==> src/sv/sfla_pkg.sv <==
// shared types, constants and command/status structs for the segregated free-list allocator
// no dependencies
`default_nettype none

package sfla_pkg;

    localparam int NUM_CLASSES_DEF = 512;
    localparam int GRANULE_BYTES   = 16;
    localparam int GRAN_SHIFT      = $clog2(GRANULE_BYTES);
    localparam int HEAP_GRANULES   = 65536;

    localparam int LEN_W  = 13;
    localparam int BLK_W  = 16;
    localparam int CNT_W  = 16;
    localparam int HEAP_W = 17;
    localparam int CLS_W  = LEN_W - GRAN_SHIFT;
    localparam int LINK_DEPTH = 2 ** BLK_W;

    // bump limit cap from the heap size and the link store depth
    localparam logic [HEAP_W-1:0] HEAP_LIMIT =
        HEAP_W'((HEAP_GRANULES < LINK_DEPTH) ? HEAP_GRANULES : LINK_DEPTH);
    localparam logic [HEAP_W-1:0] HEAP_END_RST = HEAP_W'(65536);
    localparam logic [HEAP_W-1:0] BUMP_RST     = HEAP_W'(1);

    localparam logic OP_ALLOC = 1'b0;
    localparam logic OP_FREE  = 1'b1;

    typedef enum logic [1:0] {
        ST_OK     = 2'd0,
        ST_BADLEN = 2'd1,
        ST_FULL   = 2'd2,
        ST_NULL   = 2'd3
    } status_t;

    typedef enum logic [2:0] {
        S_CLEAR,
        S_IDLE,
        S_LOOKUP,
        S_POP,
        S_APPEND,
        S_FINISH
    } state_t;

    typedef enum logic [2:0] {
        RES_NULL,
        RES_BADLEN,
        RES_FULL,
        RES_BUMP,
        RES_REUSE,
        RES_FREE
    } res_sel_t;

    typedef struct packed {
        logic [BLK_W-1:0] head;
        logic [BLK_W-1:0] tail;
        logic [CNT_W-1:0] count;
    } class_row_t;

    typedef struct packed {
        logic     clear_wr;
        logic     accept;
        logic     link_rd;
        logic     link_wr_zero;
        logic     link_wr_tail;
        logic     class_wr_pop;
        logic     class_wr_push;
        logic     bump_take;
        logic     res_load;
        res_sel_t res_sel;
        logic     push_out;
    } dp_cmd_t;

    typedef struct packed {
        logic clear_last;
        logic is_free;
        logic null_blk;
        logic bad_len;
        logic count_zero;
        logic bump_fits;
        logic out_free;
    } dp_stat_t;

endpackage

`default_nettype wire

==> src/sv/sfla_ctrl.sv <==
// controller state machine for the segregated free-list allocator
// depends on sfla_pkg
`default_nettype none

module sfla_ctrl (
    input  wire logic               clk,
    input  wire logic               rst_n,
    input  wire logic               in_valid,
    output logic                    in_ready,
    input  wire sfla_pkg::dp_stat_t stat,
    output sfla_pkg::dp_cmd_t       cmd
);

    sfla_pkg::state_t state_reg;
    sfla_pkg::state_t state_next;

    always_ff @(posedge clk or negedge rst_n)
    begin
        if (!rst_n)
        begin
            state_reg <= sfla_pkg::S_CLEAR;
        end
        else
        begin
            state_reg <= state_next;
        end
    end

    // next state
    always_comb
    begin
        state_next = state_reg;
        unique case (state_reg)
            sfla_pkg::S_CLEAR:
            begin
                if (stat.clear_last)
                begin
                    state_next = sfla_pkg::S_IDLE;
                end
            end
            sfla_pkg::S_IDLE:
            begin
                if (in_valid)
                begin
                    state_next = sfla_pkg::S_LOOKUP;
                end
            end
            sfla_pkg::S_LOOKUP:
            begin
                if (stat.is_free && stat.null_blk)
                begin
                    state_next = sfla_pkg::S_FINISH;
                end
                else if (stat.bad_len)
                begin
                    state_next = sfla_pkg::S_FINISH;
                end
                else if (stat.is_free)
                begin
                    state_next = sfla_pkg::S_APPEND;
                end
                else if (!stat.count_zero)
                begin
                    state_next = sfla_pkg::S_POP;
                end
                else
                begin
                    state_next = sfla_pkg::S_FINISH;
                end
            end
            sfla_pkg::S_POP,
            sfla_pkg::S_APPEND:
            begin
                state_next = sfla_pkg::S_FINISH;
            end
            sfla_pkg::S_FINISH:
            begin
                if (stat.out_free)
                begin
                    state_next = in_valid ? sfla_pkg::S_LOOKUP : sfla_pkg::S_IDLE;
                end
            end
            default:
            begin
                state_next = sfla_pkg::S_IDLE;
            end
        endcase
    end

    // outputs
    always_comb
    begin
        cmd      = '0;
        in_ready = 1'b0;
        unique case (state_reg)
            sfla_pkg::S_CLEAR:
            begin
                cmd.clear_wr = 1'b1;
            end
            sfla_pkg::S_IDLE:
            begin
                in_ready   = 1'b1;
                cmd.accept = in_valid;
            end
            sfla_pkg::S_LOOKUP:
            begin
                cmd.res_load = 1'b1;
                if (stat.is_free && stat.null_blk)
                begin
                    cmd.res_sel = sfla_pkg::RES_NULL;
                end
                else if (stat.bad_len)
                begin
                    cmd.res_sel = sfla_pkg::RES_BADLEN;
                end
                else if (stat.is_free)
                begin
                    cmd.res_sel      = sfla_pkg::RES_FREE;
                    cmd.link_wr_zero = 1'b1;
                end
                else if (!stat.count_zero)
                begin
                    cmd.res_sel = sfla_pkg::RES_REUSE;
                    cmd.link_rd = 1'b1;
                end
                else if (stat.bump_fits)
                begin
                    cmd.res_sel   = sfla_pkg::RES_BUMP;
                    cmd.bump_take = 1'b1;
                end
                else
                begin
                    cmd.res_sel = sfla_pkg::RES_FULL;
                end
            end
            sfla_pkg::S_POP:
            begin
                cmd.class_wr_pop = 1'b1;
            end
            sfla_pkg::S_APPEND:
            begin
                cmd.class_wr_push = 1'b1;
                cmd.link_wr_tail  = !stat.count_zero;
            end
            sfla_pkg::S_FINISH:
            begin
                cmd.push_out = stat.out_free;
                in_ready     = stat.out_free;
                cmd.accept   = stat.out_free && in_valid;
            end
            default:
            begin
                cmd = '0;
            end
        endcase
    end

endmodule

`default_nettype wire

==> config.mk <==
export PLATFORM = sky130hd
export DESIGN_NAME = sfla_ctrl
export DESIGN_NICKNAME = d
export VERILOG_FILES = /design/src/sv/sfla_pkg.sv /design/src/sv/sfla_ctrl.sv
export SDC_FILE = /design/constraint.sdc
export NUM_CORES = 1
export LEC_CHECK = 0
export BUFFER_PORTS_ARGS = -buffer_cell sky130_fd_sc_hd__buf_2
export CAP_MARGIN = 15
export CORE_AREA = 2 2 39 41
export DETAILED_ROUTE_END_ITERATION = 10
export DIE_AREA = 0 0 41 43
export PLACE_DENSITY = 0.54
export SLEW_MARGIN = 20
export SYNTH_ARGS = -nofsm -noshare
export SYNTH_HDL_FRONTEND = slang
export SYNTH_SLANG_ARGS = --single-unit
==> constraint.sdc <==
create_clock -name clk -period 2.94 [get_ports clk]
set_input_delay 0.147 -clock clk [delete_from_list [all_inputs] [get_ports clk]]
set_output_delay 0.147 -clock clk [all_outputs]
set_load 0.05 [all_outputs]
==> results of run 1 <==
kinds of logic after synthesis:
group,Yosys count
AO/OA/AOI/OAI,8
buffers and inverters,4
flip-flops,3
AND/OR/NAND/NOR,28
per-layer routing:
| metal | vias to the layer above | track usage [%] |
|---|---|---|
| met3 | 0 | 0.524 |
| met4 | 0 | 4.00 |
| met5 | - | 0 |
| met2 | 22 | 15.9 |
| met1 | 177 | 13.6 |
| li1 | 204 | - |
repair_timing:
action / CTS / global route
hold buffers: 1 / 0
hold endpoints to repair: 3 / 0
endpoints found under the setup margin: 0 / 0
layout make-up:
class	count	area (um2)	share of cell area [%]
Clock buffer	4	26.3	5.37
Inverter	2	7.51	1.53
Multi-Input combinational cell	36	235	48.1
Sequential cell	3	75.1	15.3
Tap cell	16	20.0	4.09
Timing Repair Buffer	24	125	25.6
through the flow:
step | power, mW | utilization, % | area (um2) | setup WS (ns) | cells
after global placement | 0.408 | 32.7 | 453 | 1.37 | 80
after floorplan | 0.356 | - | 333 | 0.563 | 43
after detailed placement | 0.409 | 32.7 | 453 | 1.37 | 80
after CTS | 0.486 | 35.4 | 489 | 1.11 | 85
after global routing | 0.516 | 35.4 | 489 | 1.02 | 85
final | 0.481 | 35.4 | 489 | 1.14 | 85
where the power goes:
group          switching (mW)  internal [mW]  leakage [nW]
sequential             0.0490         0.0586        0.0371
clock                  0.0221         0.0509        0.0150
combinational           0.209         0.0917         0.207
worst max-delay path: cells and delay by family (launching register included):
family        cells  cell delay (ns)
simple gates      2             0.62
buf+inv           1             0.29
flops             1             0.51
path summary, 6_finish.rpt:
check	endpoint	slack [ns]	cells past startpoint
setup / recovery	cmd[10]	1.14	3
hold / removal	state_reg[0]$_DFFE_PN0P_	0.15	3
setup reg to reg	state_reg[1]$_DFFE_PN0P_	1.61	3
hold reg to reg	state_reg[0]$_DFFE_PN0P_	0.71	2
max in group asynchronous	state_reg[0]$_DFFE_PN0P_	2.59	2
min in group asynchronous	state_reg[2]$_DFFE_PN0P_	0.24	2
layout by cell type, fill, tap and decap left out:
master	count
buf_2	23
nand2_1	5
nor2_1	4
nor3_1	3
nand2b_1	3
clkbuf_4	3
dfrtp_1	3
nor2b_1	2
and3_2	2
a21oi_1	2
inv_1	2
and3_1	2
and2_1	2
nor3b_4	1
and3b_2	1
nor4_2	1
nor3b_2	1
o22ai_1	1
a31oi_1	1
a21bo_1	1
a32oi_1	1
nand3_1	1
o31ai_1	1
o21a_1	1
clkbuf_1	1
dlygate4sd3_1	1
==> summary.md, run 1 <==
| Metric | Value |
|---|---|
| Sequence of cells on the critical path | `nor4_2, nor3b_2, buf_2` |
| Final worst-path cycle share | `61.2%` |
| Largest net degree at the start of global routing | `13` |
| Routed vias/inst | `4.74` |
| Clock Latency Late Sink | `0.23 ns` |
| First-pass GRT wire length | `1280 um` |
| Arrival time worst endpoint | `1.65 ns` |
| Final setup fails | `0` |
| Hold_sp | `stat[6]` |
| Post-synthesis simple-gate area fraction | `53.8%` |
| Crit path largest cell delay | `0.51 ns` |
| Synth area leaders | `dfrtp_1, nand2_1, nand2b_1` |
| Syn avg cell area | `7.74 um2` |
| Pwr dens | `984 nW/um2` |
| Compound-Gate Fraction of Synth Area | `16.9%` |
| Via count | `403` |
| Cell Area, Synth | `333 um2` |
| Most numerous cell in the Yosys netlist | `nand2_1` |
| Max Slew Vio Count | `0` |
| Postcts setup bufs | `0` |
| Synth async-reset ratio | `100%` |
| CTS root buf | `clkbuf_4` |
| Final hold slack | `0.150 ns` |
| GRT Residual Overflow | `0` |
| DRT iter0 DRCs | `6` |
| Final wirelength | `869 um` |
| Clock sink count | `3` |
| Worst EP required | `2.79 ns` |
| IO Port Bufs | `23` |
| Post-route antenna net violation count | `0` |
| Adder-cell area share of the yosys netlist | `0%` |
| DR WL met2 | `371 um` |
| Worst-Margin Slew | `0.393 ns` |
| Top cell type's share of synthesized area | `22.6%` |
| GP Congestion | `0.754` |
| Htree depth | `1` |
| Dpl hpwl | `692 um` |
| Largest register FFs | `3` |
| Post-Syn Nets | `53` |
| Met3 wire length | `98 um` |
| GRT Util Overall | `10.1%` |
| Primary FF master, synth | `dfrtp_1` |
| Fin nets | `80` |
| Initial Util | `24.1%` |
| N_diodes | `0` |
| Die X | `41 um` |
| Highest metal used | `met3` |
| XOR/XNOR Fraction of Synth Area | `0%` |
| Worst Setup Start Kind | `flop` |
| Leak pwr | `0.259 nW` |
| Fmax | `556 MHz` |
| Core area | `1380 um2` |
| Crit path kind | `flop to output pin` |
| Setup crit end kind | `output pin` |
| Skew final | `0.00419 ns` |
| Final Hold Violating Endpoints | `0` |
| Synth unique cells | `23` |
| M1 WL | `400 um` |
| Reg2reg start | `state_reg[0]$_DFFE_PN0P_` |
| Post-cts resize count | `0` |
| Die ar. | `1760 um2` |
| Main combinational cell family by area after synthesis | `simple AND/OR/NAND/NOR gates` |
| Max-capacitance violation count | `0` |
| Die H | `43 um` |
| CTS Buf Count | `3` |
| Remaining DRCs | `0` |
| Peak VDD IR | `0.377 mV` |
| Fill cells | `159` |
| DR pass1 iterations | `4` |
| Clock Pin Slew Worst Setup and Hold Paths | `0.04 ns` |
| Row count | `14` |
| Status | `complete, no violations` |
| Setup crit start | `state_reg[0]$_DFFE_PN0P_` |
| Clock tree from TritonCTS | `built` |
| CTS max path bufs | `2` |
| Setup tns final | `0 ns` |
| RSZ-0062 raised after global routing | `false` |
| Seq cells post-synth | `3` |
| I/O Pins | `24` |
| Post-DR wirelength/cell | `10.2 um` |
| Synth warn | `0` |
| Biggest area consumer among synthesized cells | `dfrtp_1` |
| Slew HR | `73.8%` |
| Slowest stage cell on the critical path | `dfrtp_1` |
| Register area share after synthesis | `22.6%` |
| Minimum clock period | `1.80 ns` |
| Hold Path Class | `input pin to flop` |
| CP max FO | `12` |
| Post-synthesis mux area share | `0%` |
| Initial antenna violation count | `0` |
| EDFF count, synth | `0` |
| Vias in the first global route | `327` |
| Area grow syn2layout | `47.0%` |
| Cells after synthesis | `43` |
| Synth cell count leaders | `nand2_1, nor2_1, dfrtp_1, nand2b_1, nor3_1` |
| Share of layout cells above drive strength 1 | `46.4%` |
Note: power is estimated with default switching activity, not from simulation.
==> inputs of run 2 (changes only) <==
- PLACE_DENSITY: 0.54 -> 0.56
- clock period: 2.94 -> 1.6 ns (I/O delays scaled with it)
==> summary.md, run 2 (synthesized netlist as in run 1, its figures left out) <==
| Metric | Value |
|---|---|
| Clock Pin Slew Worst Setup and Hold Paths | `0.04 ns` |
| IO Port Bufs | `23` |
| Slowest stage cell on the critical path | `dfrtp_2` |
| I/O Pins | `24` |
| Minimum clock period | `1.53 ns` |
| Via count | `400` |
| Fmax | `653 MHz` |
| Clock tree from TritonCTS | `built` |
| Htree depth | `1` |
| Pint | `0.421 mW` |
| Max-capacitance violation count | `0` |
| Largest register FFs | `3` |
| Area grow syn2layout | `75.2%` |
| CTS Buf Count | `3` |
| CTS root buf | `clkbuf_4` |
| Core area | `1380 um2` |
| First-pass GRT wire length | `1500 um` |
| Routed vias/inst | `4.60` |
| Sequential share of power | `16.3%` |
| DR pass1 iterations | `2` |
| GP Congestion | `0.697` |
| Comb power frac | `70.1%` |
| Pwr dens | `1660 nW/um2` |
| Final Hold Violating Endpoints | `0` |
| Leak pwr | `0.280 nW` |
| Worst Setup Start Kind | `flop` |
| Postcts setup bufs | `0` |
| Commonest non-fill, non-tap cells in the layout | `buf_2, nand2_1, nor2_1, clkbuf_4` |
| Setup tns final | `0 ns` |
| Post-DR wirelength/cell | `11.1 um` |
| Final setup fails | `0` |
| Max Slew Vio Count | `0` |
| Post-route antenna net violation count | `0` |
| Sw frac | `56.6%` |
| Largest net degree at the start of global routing | `11` |
| Final wirelength | `969 um` |
| RSZ-0062 raised after global routing | `true` |
| P_sw | `0.549 mW` |
| Setup crit end kind | `output pin` |
| Clock Latency Late Sink | `0.23 ns` |
| Vias in the first global route | `381` |
| DP Area | `505 um2` |
| Crit path largest cell delay | `0.43 ns` |
| Initial Util | `24.1%` |
| Remaining DRCs | `0` |
| Slew HR | `83.3%` |
| Row count | `14` |
| CP max FO | `5` |
| GRT Util Overall | `12.9%` |
| Arrival time worst endpoint | `1.45 ns` |
| DRT iter0 DRCs | `1` |
| Skew final | `0.00559 ns` |
| GRT Residual Overflow | `0` |
| CTS max path bufs | `2` |
| Worst-Margin Slew | `0.251 ns` |
| Clock sink count | `3` |
| Status | `complete, no violations` |
| Design area | `583 um2` |
| Initial antenna violation count | `0` |
| Dpl hpwl | `715 um` |
| Die ar. | `1760 um2` |
| Clock power frac | `13.6%` |
| Hold Path Class | `input pin to flop` |
| N_diodes | `0` |
| Sequence of cells on the critical path | `nor3b_4, and3_4, and2_4, buf_8` |
| Share of layout cells above drive strength 1 | `60.6%` |
| Fin nets | `82` |
| Die H | `43 um` |
| Crit path kind | `flop to output pin` |
| Most common cell after layout, fill and taps aside | `buf_2` |
| Worst EP required | `1.52 ns` |
| Final worst-path cycle share | `95.6%` |
| Die X | `41 um` |
| Peak VDD IR | `0.693 mV` |
run 2: cell count changes in the layout (fill, tap and decap cells not counted), moves of 2 or more:
cell	delta
buf_6	+2
buf_4	+2
nor3_2	+3
dfrtp_1	-2
dfrtp_2	+2
and2_1	-2
buf_2	-4
nor3_1	-3
run 2: layer usage:
layer | part of all wire [%] | GRT usage (%)
met3 | 7.6 | 4.71
met1 | 40 | 15.3
met2 | 52 | 18.8
met5 | 0 | 0
met4 | 0 | 8.00
run 2: layout make-up:
| class | count | area, um2 |
|---|---|---|
| Clock buffer | 4 | 26.3 |
| Fill cell | 153 | 801 |
| Inverter | 2 | 7.51 |
| Multi-Input combinational cell | 36 | 287 |
| Sequential cell | 3 | 77.6 |
| Tap cell | 16 | 20.0 |
| Timing Repair Buffer | 26 | 165 |
run 2: worst max-delay path: cells and delay by family (launching register included):
family / cells / cell delay [ns]
buffers and inverters: 1 / 0.13
DFF: 1 / 0.43
and+or+nand+nor: 3 / 0.65
run 2: power groups by stage:
stage | sequential, mW | combinational, mW | clock (mW)
2_1_floorplan | 0.144 | 0.541 | 0
3_3_place_gp | 0.149 | 0.675 | 0
3_5_place_dp | 0.151 | 0.669 | 0
4_1_cts | 0.152 | 0.677 | 0.138
5_1_grt | 0.164 | 0.741 | 0.148
6_report | 0.158 | 0.680 | 0.132
run 2: repair_timing:
| item | 4_1_cts | 5_1_grt |
|---|---|---|
| hold buffers | 1 | 0 |
| pin swaps | 0 | 5 |
| resized for setup | 4 | 9 |
| cloned | 0 | 0 |
| endpoints found under the setup margin | 3 | 4 |
| endpoints found under the hold margin | 3 | 0 |
run 2: stage by stage:
step | std cells | total power, mW | utilization (%) | hold slack, ns | setup WS, ns
2_1_floorplan | 43 | 0.685 | - | -0.216 | -0.311
3_3_place_gp | 82 | 0.824 | 36.5 | -0.123 | 0.208
3_5_place_dp | 82 | 0.820 | 36.5 | -0.121 | 0.200
4_1_cts | 87 | 0.967 | 39.8 | 0.0667 | 0.0483
5_1_grt | 87 | 1.05 | 42.1 | 0.0931 | -0.0215
6_report | 87 | 0.970 | 42.1 | 0.0699 | 0.0697
run 2: final timing paths:
path | startpoint | to | slack, ns | cells after the start
worst max-delay path | state_reg[0]$_DFFE_PN0P_ | cmd[5] | 0.07 | 4
worst min-delay path | stat[6] | state_reg[0]$_DFFE_PN0P_ | 0.07 | 3
worst max register to register | state_reg[0]$_DFFE_PN0P_ | state_reg[0]$_DFFE_PN0P_ | 0.35 | 4
worst min register to register | state_reg[1]$_DFFE_PN0P_ | state_reg[0]$_DFFE_PN0P_ | 0.66 | 2
max in group asynchronous | rst_n | state_reg[1]$_DFFE_PN0P_ | 1.32 | 2
min in group asynchronous | rst_n | state_reg[0]$_DFFE_PN0P_ | 0.17 | 2
